### src/sv/polymul_pkg.sv
// ----------------------------------------------------------------------------
// polymul_pkg
// Shared types and constants for the dense polynomial multiplier: command
// codes, input and result words, and the controller/datapath link.
// ----------------------------------------------------------------------------
package polymul_pkg;

  // Default sizing
  localparam int DEF_MAX_TERMS = 32;
  localparam int DEF_COEF_BITS = 16;

  // Fixed field widths
  localparam int CMD_W    = 2;
  localparam int POS_W    = 5;
  localparam int VAL_W    = 16;
  localparam int DEG_W    = 5;
  localparam int PROD_W   = 38;
  localparam int EXP_W    = 6;

  // Command codes
  localparam logic [CMD_W-1:0] CMD_LOAD_A = 2'd0;
  localparam logic [CMD_W-1:0] CMD_LOAD_B = 2'd1;
  localparam logic [CMD_W-1:0] CMD_RUN    = 2'd2;

  // Input word
  typedef struct packed {
    logic        [CMD_W-1:0] command;
    logic        [POS_W-1:0] position;
    logic signed [VAL_W-1:0] coef_value;
    logic        [DEG_W-1:0] degree_a;
    logic        [DEG_W-1:0] degree_b;
  } pm_in_t;

  // Result word
  typedef struct packed {
    logic signed [PROD_W-1:0] product_coef;
    logic        [EXP_W-1:0]  exponent;
    logic                     last;
  } pm_out_t;

  // Controller to datapath commands
  typedef struct packed {
    logic wr_a;
    logic wr_b;
    logic run_init;
    logic exp_init;
    logic issue;
    logic emit;
    logic exp_dec;
  } pm_cmd_t;

  // Datapath to controller status
  typedef struct packed {
    logic last_term;
    logic last_exp;
    logic pipe_busy;
  } pm_sts_t;

endpackage

### src/sv/polymul_ctrl.sv
// ----------------------------------------------------------------------------
// polymul_ctrl
// Sequencer for the polynomial multiplier: takes command words, steps the
// datapath through each product exponent and its aligned term pairs.
// ----------------------------------------------------------------------------
module polymul_ctrl (
  input  logic                         clk,
  input  logic                         rst_n,
  input  logic                         start,
  input  logic [polymul_pkg::CMD_W-1:0] command,
  input  polymul_pkg::pm_sts_t         sts,
  output polymul_pkg::pm_cmd_t         cmd,
  output logic                         busy
);
  import polymul_pkg::*;

  typedef enum logic [3:0] {
    S_IDLE  = 4'b0001,
    S_SETUP = 4'b0010,
    S_ISSUE = 4'b0100,
    S_DRAIN = 4'b1000
  } state_t;

  state_t state_r, state_nxt;

  // Next state and datapath commands
  always_comb begin
    state_nxt = state_r;
    cmd       = '0;
    unique case (state_r)
      S_IDLE: begin
        if (start) begin
          unique case (command)
            CMD_LOAD_A: cmd.wr_a = 1'b1;
            CMD_LOAD_B: cmd.wr_b = 1'b1;
            CMD_RUN: begin
              cmd.run_init = 1'b1;
              state_nxt    = S_SETUP;
            end
            default: ;
          endcase
        end
      end
      S_SETUP: begin
        cmd.exp_init = 1'b1;
        state_nxt    = S_ISSUE;
      end
      S_ISSUE: begin
        cmd.issue = 1'b1;
        if (sts.last_term) begin
          state_nxt = S_DRAIN;
        end
      end
      S_DRAIN: begin
        // Emit once the last product has landed in the accumulator
        if (!sts.pipe_busy) begin
          cmd.emit = 1'b1;
          if (sts.last_exp) begin
            state_nxt = S_IDLE;
          end else begin
            cmd.exp_dec = 1'b1;
            state_nxt   = S_SETUP;
          end
        end
      end
      default: state_nxt = S_IDLE;
    endcase
  end

  // State register
  always_ff @(posedge clk) begin
    if (!rst_n) begin
      state_r <= S_IDLE;
    end else begin
      state_r <= state_nxt;
    end
  end

  assign busy = (state_r != S_IDLE);

endmodule

### src/sv/polymul_dpath.sv
// ----------------------------------------------------------------------------
// polymul_dpath
// Coefficient stores, loop indices and the single multiply-accumulate unit
// of the polynomial multiplier, plus the result word register.
// ----------------------------------------------------------------------------
module polymul_dpath #(
  parameter int MAX_TERMS = polymul_pkg::DEF_MAX_TERMS,
  parameter int COEF_BITS = polymul_pkg::DEF_COEF_BITS
) (
  input  logic                 clk,
  input  logic                 rst_n,
  input  polymul_pkg::pm_in_t  in_word,
  input  polymul_pkg::pm_cmd_t cmd,
  output polymul_pkg::pm_sts_t sts,
  output logic                 out_valid,
  output polymul_pkg::pm_out_t out_word
);
  import polymul_pkg::*;

  localparam int AW = $clog2(MAX_TERMS);
  localparam int EW = AW + 1;
  localparam int PW = 2 * COEF_BITS;
  localparam logic [POS_W:0]   TERMS_LIM = (POS_W+1)'(MAX_TERMS);
  localparam logic [DEG_W-1:0] DEG_MAX   = DEG_W'(MAX_TERMS - 1);
  localparam logic [AW-1:0]    IDX_MAX   = AW'(MAX_TERMS - 1);

  // Coefficient stores
  logic signed [COEF_BITS-1:0] a_mem [MAX_TERMS];
  logic signed [COEF_BITS-1:0] b_mem [MAX_TERMS];

  logic [AW-1:0]               da_r, db_r, ea_r;
  logic [EW-1:0]               e_r;
  logic signed [COEF_BITS-1:0] a_rd_r, b_rd_r;
  logic                        rd_vld_r, mul_vld_r;
  logic signed [PW-1:0]        prod_r;
  logic signed [PROD_W-1:0]    acc_r;
  logic                        out_valid_r;
  pm_out_t                     out_word_r;

  logic                        pos_ok;
  logic signed [COEF_BITS-1:0] coef_w;
  logic [AW-1:0]               da_c, db_c;
  logic [AW-1:0]               ea_lo, ea_hi;
  logic [AW-1:0]               a_addr, b_addr;

  // Fit the loaded value to the store width; drop loads beyond the store
  assign coef_w = COEF_BITS'(in_word.coef_value);
  assign pos_ok = ({1'b0, in_word.position} < TERMS_LIM);

  // Saturate degrees to the store depth
  assign da_c = (in_word.degree_a > DEG_MAX) ? IDX_MAX : in_word.degree_a[AW-1:0];
  assign db_c = (in_word.degree_b > DEG_MAX) ? IDX_MAX : in_word.degree_b[AW-1:0];

  // Range of A exponents that pair with a B term for the current exponent
  assign ea_lo = (e_r > EW'(db_r)) ? AW'(e_r - EW'(db_r)) : '0;
  assign ea_hi = (e_r < EW'(da_r)) ? AW'(e_r) : da_r;

  // Slot 0 holds the highest degree term
  assign a_addr = da_r - ea_r;
  assign b_addr = db_r - AW'(e_r - EW'(ea_r));

  // Store writes
  always_ff @(posedge clk) begin
    if (cmd.wr_a && pos_ok) begin
      a_mem[in_word.position[AW-1:0]] <= coef_w;
    end
    if (cmd.wr_b && pos_ok) begin
      b_mem[in_word.position[AW-1:0]] <= coef_w;
    end
  end

  // Store reads
  always_ff @(posedge clk) begin
    if (cmd.issue) begin
      a_rd_r <= a_mem[a_addr];
      b_rd_r <= b_mem[b_addr];
    end
  end

  // Loop indices
  always_ff @(posedge clk) begin
    if (cmd.run_init) begin
      da_r <= da_c;
      db_r <= db_c;
      e_r  <= EW'(da_c) + EW'(db_c);
    end else if (cmd.exp_dec) begin
      e_r  <= e_r - EW'(1);
    end
    if (cmd.exp_init) begin
      ea_r <= ea_lo;
    end else if (cmd.issue) begin
      ea_r <= ea_r + AW'(1);
    end
  end

  // Multiply, then accumulate at full result width
  always_ff @(posedge clk) begin
    prod_r <= a_rd_r * b_rd_r;
    if (cmd.exp_init) begin
      acc_r <= '0;
    end else if (mul_vld_r) begin
      acc_r <= acc_r + PROD_W'(prod_r);
    end
  end

  // Pipeline valid flags
  always_ff @(posedge clk) begin
    if (!rst_n) begin
      rd_vld_r  <= 1'b0;
      mul_vld_r <= 1'b0;
    end else begin
      rd_vld_r  <= cmd.issue;
      mul_vld_r <= rd_vld_r;
    end
  end

  // Result word register
  always_ff @(posedge clk) begin
    if (!rst_n) begin
      out_valid_r <= 1'b0;
    end else begin
      out_valid_r <= cmd.emit;
    end
  end

  always_ff @(posedge clk) begin
    if (cmd.emit) begin
      out_word_r.product_coef <= acc_r;
      out_word_r.exponent     <= EXP_W'(e_r);
      out_word_r.last         <= (e_r == '0);
    end
  end

  assign sts.last_term = (ea_r == ea_hi);
  assign sts.last_exp  = (e_r == '0);
  assign sts.pipe_busy = rd_vld_r | mul_vld_r;

  assign out_valid = out_valid_r;
  assign out_word  = out_word_r;

endmodule

### src/sv/polynomial_multiply.sv
// ----------------------------------------------------------------------------
// polynomial_multiply
// Dense polynomial multiplier over signed Q7.8 coefficients.
//
// Input: a word is taken at a clock edge with start high and busy low.
// Load A / load B words write one coefficient by position (0 is the highest
// degree term); busy stays low, so loads may follow each other in every
// cycle. A run word carries both degrees and raises busy.
// Output: out_valid marks each result word for exactly one cycle, highest
// exponent first, last set on the constant term. The receiver cannot stall.
// Timing: one shared multiply-accumulate unit takes one term pair a cycle
// while an exponent issues; each exponent passes through set-up, issue of
// its aligned pairs, store read, multiply, accumulate and emit, so the unit
// pauses between exponents. busy falls in the cycle the last result word
// is shown.
// Reset: returns the sequencer to idle and drops any run in flight; the
// coefficient stores are not cleared and must be loaded before use.
// ----------------------------------------------------------------------------
module polynomial_multiply #(
  parameter int MAX_TERMS = polymul_pkg::DEF_MAX_TERMS,
  parameter int COEF_BITS = polymul_pkg::DEF_COEF_BITS
) (
  input  logic                 clk,
  input  logic                 rst_n,
  input  logic                 start,
  output logic                 busy,
  input  polymul_pkg::pm_in_t  in_word,
  output logic                 out_valid,
  output polymul_pkg::pm_out_t out_word
);
  import polymul_pkg::*;

  pm_cmd_t cmd;
  pm_sts_t sts;

  // Sequencer
  polymul_ctrl u_ctrl (
    .clk     (clk),
    .rst_n   (rst_n),
    .start   (start),
    .command (in_word.command),
    .sts     (sts),
    .cmd     (cmd),
    .busy    (busy)
  );

  // Stores and multiply-accumulate
  polymul_dpath #(
    .MAX_TERMS (MAX_TERMS),
    .COEF_BITS (COEF_BITS)
  ) u_dpath (
    .clk       (clk),
    .rst_n     (rst_n),
    .in_word   (in_word),
    .cmd       (cmd),
    .sts       (sts),
    .out_valid (out_valid),
    .out_word  (out_word)
  );

endmodule

### config.mk
export PLATFORM = sky130hd
export DESIGN_NAME = polynomial_multiply
export DESIGN_NICKNAME = d
export VERILOG_FILES = /design/src/sv/polymul_pkg.sv /design/src/sv/polymul_ctrl.sv /design/src/sv/polymul_dpath.sv /design/src/sv/polynomial_multiply.sv
export SDC_FILE = /design/constraint.sdc
export NUM_CORES = 2
export LEC_CHECK = 0
export BUFFER_PORTS_ARGS = -buffer_cell sky130_fd_sc_hd__buf_2
export CAP_MARGIN = 30
export CORE_ASPECT_RATIO = 1.5
export CORE_UTILIZATION = 45
export CTS_CLUSTER_SIZE = 20
export DETAILED_ROUTE_END_ITERATION = 16
export GPL_TIMING_DRIVEN = 0
export PLACE_DENSITY = 0.59
export SLEW_MARGIN = 25
export SYNTH_ARGS = -nofsm -noshare
export SYNTH_HDL_FRONTEND = slang
export SYNTH_SLANG_ARGS = --single-unit
### constraint.sdc
create_clock -name clk -period 17.1 [get_ports clk]
set_input_delay 2.565 -clock clk [delete_from_list [all_inputs] [get_ports clk]]
set_output_delay 2.565 -clock clk [all_outputs]
set_load 0.02 [all_outputs]
-- After elaboration in Yosys (flattened, before gate mapping)
Memory sizes are Yosys's and may differ from the RTL's. A register that Yosys moved wholly into a read port is not among the register bits.
Cells that the tools add are included.
- memories kept: 2
- output and inout port bits: 47
- RAM bits: 1024
- logic and storage cells: 74
- register bits after elaboration: 143
- multipliers: 1
- multiplexer cells: 28
- magnitude comparators: 4
- add/subtract/negate cells: 8
- bitwise gates (word level): 1
- reductions and logical operators: 5
- eq/ne operators: 12
- memories (name ; depth ; width ; rd ports ; clocked after Yosys merged registers in ; write ports ; line ; source):
    u_dpath.a_mem ; 32 ; 16 ; 1 ; 1 ; 1 ; polymul_dpath.sv:28 ; logic signed [COEF_BITS-1:0] a_mem [MAX_TERMS];
    u_dpath.b_mem ; 32 ; 16 ; 1 ; 1 ; 1 ; polymul_dpath.sv:29 ; logic signed [COEF_BITS-1:0] b_mem [MAX_TERMS];
- operators by type and width (cell ; number):
    $add A38 B32 Y38 ; 1
    $mul A16 B16 Y32 ; 1
    $mux W5 ; 6
    $sub A5 B5 Y5 ; 4
    $mux W4 ; 4
    $pmux W4 S4 ; 1
    $mux W6 ; 2
    $gt A5 B5 Y1 const B ; 2
    $mux W1 ; 10
    $ne A2 B2 Y1 const B ; 4
    $add A5 B5 Y6 ; 1
    $gt A6 B5 Y1 ; 1
    $logic_not A6 Y1 ; 1
    $lt A6 B5 Y1 ; 1
    $mux W2 ; 3
    $mux W3 ; 2
    $sub A6 B1 Y6 const B ; 1
    $add A5 B1 Y5 const B ; 1
    $eq A5 B5 Y1 ; 1
    $eq A4 B1 Y1 const B ; 1
    $eq A4 B2 Y1 const B ; 1
    $eq A4 B3 Y1 const B ; 1
    $eq A4 B4 Y1 const B ; 1
    $ne A4 B1 Y1 const B ; 1
    other kinds (6) ; 7

-- Longest topological paths before layout
- depth after elaboration: 6
- mapped depth: 23

-- Modules after synthesis
A second synthesis with hierarchy kept.
- cell total of the unflattened synthesis: 3341
- area, all modules: 57181.1 um^2
- modules (own cells, without submodules) (module ; seq. area each (um^2) ; cells each ; times used ; area each (um^2)):
    polymul_dpath ; 35153.7 ; 3308 ; 1 ; 56892.1
    polymul_ctrl ; 80.1 ; 33 ; 1 ; 289.0

-- Least setup slack after synthesis
OpenSTA, ideal clock, no wires.
- path kind: register -> register
- start point: reg u_dpath.b_rd_r[7], read port of u_dpath.b_mem
- end point: reg u_dpath.prod_r[31]
- setup time: 72 ps
- data required time: 17028 ps
- arrival: 5856 ps
- period minus slack after synthesis: 5928 ps
- stages on the path, launching flop included: 24
- slack: 11172 ps
- buffers on the path: 1
- path through: edfxtp_1 -> clkbuf_1 -> nand2_1 -> fa_1 -> inv_1 -> fa_1 -> inv_1 -> fa_1 -> inv_1 -> fa_1 -> fa_1 -> inv_1 -> fa_1 -> inv_1 -> ha_1 -> a21oi_1 -> o21ai_0 -> a31o_2 -> a211o_1 -> a21oi_2 -> a211oi_1 -> a211o_1 -> a21oi_1 -> xnor2_1
- cells in the longest elaborated chain, start to end: 1
- ends and longest elaborated chain (element ; line ; source):
    start, declared ; polymul_dpath.sv:33 ; logic signed [COEF_BITS-1:0] a_rd_r, b_rd_r;
    $mul A16 B16 Y32 ; polymul_dpath.sv:98 ; prod_r <= a_rd_r * b_rd_r;
    end signal, assigned ; polymul_dpath.sv:98 ;
    end, declared ; polymul_dpath.sv:35 ; logic signed [PW-1:0] prod_r;
No other way between the ends.
A chain may end at the register's enable or synchronous reset.

-- Worst setup path in the final report
- start point: reg u_dpath.a_rd_r[7], read port of u_dpath.a_mem
- end point: reg u_dpath.prod_r[31]
- cells in the longest elaborated chain, start to end: 1
- ends and longest elaborated chain (element ; line):
    start, declared ; polymul_dpath.sv:33
    $mul A16 B16 Y32 ; polymul_dpath.sv:98
No other way between the ends.

==> flow_metrics.py <==
metrics = {
    "status": {
        "status": "complete, no violations",
    },
    "grt": {
        "grt_max_degree": 65,
        "grt_antenna_before_repair": 12,
        "grt_first_pass_wirelength_um": 204000,
        "grt_pass1_vias": 31546,
        "grt_remaining_overflow": 0,
        "gr-usage-all-layers_pct": 22.0,
    },
    "hold_path": {
        "timing.hold.worst.start": "u_dpath.acc_r[29]$_SDFFE_PP0P_",
        "timing.hold.worst.class": "flip-flop to flip-flop",
        "hold_depth": 0,
    },
    "synth": {
        "synth-edff-count": 1122,
        "yosysTopAreaCell": "edfxtp_1",
        "synthesis.area_per_instance_um2": 17.1,
        "ys_ff_latch": 1199,
        "synth.yosys.seq_area_share_pct": 61.7,
        "yosysWarningCount": 0,
        "synthArstFlopShare_pct": 0,
        "synth-main-ff-cell": "edfxtp_1",
        "syn-cell-area_mm2": 0.0571,
        "postSynthNetCount": 3797,
        "synthDistinctLibCells": 65,
        "post_synth_inst_count": 3346,
        "synth_area_leaders": "edfxtp_1 (59%), mux4_2 (13%), fa_1 (9.5%)",
        "synth_top_area_share_pct": 59.0,
    },
    "route": {
        "detailedRoute.firstIterationViolations": 1972,
        "drcViolationCount": 0,
        "route.vias.total": 29356,
        "drtAntennaViolNets": 0,
        "drt_first_pass_iters": 7,
        "detail_route.wl_per_cell_um": 25.6,
        "finalWirelength_um": 138000,
        "vias_per_cell": 5.47,
    },
    "clocking": {
        "root_buffer": "clkbuf_16",
        "cts_hold_buffers": 0,
        "cts_resized": 0,
        "tritoncts.num_buffers": 109,
        "htree_num_levels": 3,
        "worst_skew_pair.late_latency_ns": 0.73,
        "post_cts.repair.setup_buffers": 0,
        "clock_sink_count": 1199,
        "max-clock-path-buffers": 3,
        "clock_tree_from_tritoncts": "yes",
        "path_clk_slew_ns": 0.07,
    },
    "timing": {
        "fin_worst_skew_ns": 0.0310,
        "fmax_ghz": 0.141,
        "fin_worst_hold_slack_ns": 0.466,
        "setup_tns_ns": 0,
        "slew_violations": 0,
        "slew_headroom_pct": 32.2,
        "report.final.hold_viol_count": 0,
        "worstMarginPinSlew_ns": 1.02,
        "layout_worst_path_cycle_share_pct": 41.6,
        "fin_crit_ns": 7.12,
        "unrepaired_setup_endpoints_after_global_routing": "false",
        "setup_viol": 0,
    },
    "placement": {
        "gp_congestion": 0.958,
        "place.detailed.hpwl_um": 97800,
        "buffer_ports.inserted": 71,
        "placed_cells": 5158,
    },
    "layout": {
        "final_common_cell": "edfxtp_1",
        "commonest_cells_after_routing_fill_and_taps_aside": "edfxtp_1 (1122), inv_1 (327), mux4_2 (320), fa_1 (270), nand2_1 (171)",
        "synthToLayoutAreaGrowth_pct": 12.4,
        "count_of_nets_after_finishing": 4039,
        "final_cells": 5370,
        "nFillCells": 10221,
        "post_route_cells_drive_above_1_share_pct": 20.0,
    },
    "pwr": {
        "vdd_ir_drop_max_v": 0.0000868,
        "power_leakage_nw": 22.8,
        "cellPowerDensity_mw_per_mm2": 93.8,
    },
    "die": {
        "die-width_um": 293,
        "initial_core_util_pct": 45.5,
        "die_height_um": 438,
        "std_cell_rows": 159,
        "floorplan.die_area_mm2": 0.128,
        "fp.coreArea_mm2": 0.126,
        "top_level_ports": 83,
    },
    "critical_path": {
        "arrival_ns": 7.76,
        "critical_path_class": "flip-flop to flip-flop",
        "crit_start": "u_dpath.a_rd_r[7]$_DFFE_PP_",
        "critical_r2r_launch": "u_dpath.a_rd_r[7]$_DFFE_PP_",
        "critPathMaxFanout": 10,
        "timing.critical_path.to_type": "flip-flop",
        "worst_r2r_path_depth": 23,
        "worst_setup_path_start_kind": "flip-flop",
        "cp_data_required_time_ns": 17.75,
    },
    "run": {
        "maxCapViolCount": 0,
    },
}
-- through the flow --
stage                     area [um^2]  util, %  setup slack (ns)  power (mW)
after floorplan                 57100        -             11.17        3.53
after global placement          59500     47.4              9.56        3.68
final                           64100     51.1              9.98        6.02
after detailed placement        60600     48.3              9.92        3.70
after CTS                       64000     51.0              9.94        6.07
after global routing            64100     51.1              9.68        6.19
-- path summary, 6_finish.rpt --
check / end / slack (ns)
setup reg to reg: u_dpath.prod_r[31]$_DFF_P_ / 9.98
setup / recovery: u_dpath.prod_r[31]$_DFF_P_ / 9.98
hold reg to reg: u_dpath.out_word[36]$_DFFE_PP_ / 0.47
hold / removal: u_dpath.out_word[36]$_DFFE_PP_ / 0.47
-- worst max-delay path, cell delays in order, from the launching register on --
cell and delay (ns):
edfxtp_1 0.68, clkbuf_1 0.57, nand2_1 0.17, fa_1 0.57, inv_1 0.05, fa_1 0.50
inv_1 0.05, fa_1 0.53, inv_1 0.05, fa_1 0.46, fa_1 0.50, inv_1 0.05
fa_1 0.47, inv_1 0.04, ha_1 0.31, a21oi_1 0.19, o21ai_0 0.19, a31o_2 0.28
a211o_1 0.32, a21oi_2 0.27, a211oi_1 0.18, a211o_1 0.30, a21oi_1 0.17, xnor2_1 0.13
-- layer usage --
metal	vias up	part of all wire (%)	GRT usage, %
met5	-	0.040	0
met4	10	3.3	7.56
met3	200	3.4	2.84
met2	619	57	42.6
met1	15578	36	24.4
li1	12949	-	-
-- Yosys cell counts, types with 4 or more instances --
cell      instances
nor2_1          144
edfxtp_1       1122
ha_1            145
mux2i_1          24
nand2b_1         15
a21oi_1          85
mux2_2           32
a31oi_1           4
or2_2             4
xor2_1           30
a21o_1           34
or3_1             7
nor4b_1           4
nand4_1           5
mux4_2          320
fa_1            270
nand3_1          20
o21a_1            8
and2_1          133
dfxtp_1          77
nand3b_1          6
nor3_1           20
nand2_1         171
clkbuf_1        104
o211ai_1          6
o22ai_1          12
and3_1            9
a211o_1           6
o21bai_1         10
nor2b_1           8
o21ai_0          37
xnor2_1          62
a211oi_1          8
buf_1            27
inv_1           327
-- power by group --
group / switching [mW] / internal, mW / leakage, nW
logic: 0.237 / 0.172 / 10.3
registers: 0.00598 / 3.22 / 10.8
clock network: 1.08 / 1.31 / 1.65
-- kinds of logic (layout without fill, tap and decap cells) --
| family | count (synthesis) | count (layout) | share of synthesized area, % |
|---|---|---|---|
| DFF | 1199 | 1199 | 61.7 |
| buffers and inverters | 461 | 792 | 3.04 |
| muxes | 377 | 377 | 13.7 |
| other | 0 | 3 | 0 |
| xor gates and xnor gates | 92 | 92 | 1.41 |
| adders and majority gates | 415 | 415 | 12.6 |
| AOI/OAI and AO/OA | 239 | 239 | 2.67 |
| and+or+nand+nor | 563 | 563 | 4.80 |
-- flip-flops by register name (all words and copies together) (netlist names), 5 cells and up --
name,count
u_dpath.a_mem,512
u_dpath.b_mem,512
u_dpath.out_word,45
u_dpath.acc_r,38
u_dpath.prod_r,32
u_dpath.a_rd_r,16
u_dpath.b_rd_r,16
u_dpath.e_r,6
u_dpath.da_r,5
u_dpath.db_r,5
u_dpath.ea_r,5
-- final cells by class --
class	instances	area, um^2	area share [%]
diodes	3	7.51	0.0117
clock inverters	53	499	0.778
repair buffers	131	1070	1.66
multi-input cells	1686	20500	32.0
flip-flops and latches	1199	35200	54.9
plain buffers	134	523	0.816
inverters	327	1230	1.91
clock buffers	147	2920	4.56
well taps	1690	2110	3.30
Power figures use the tool's default switching activity.
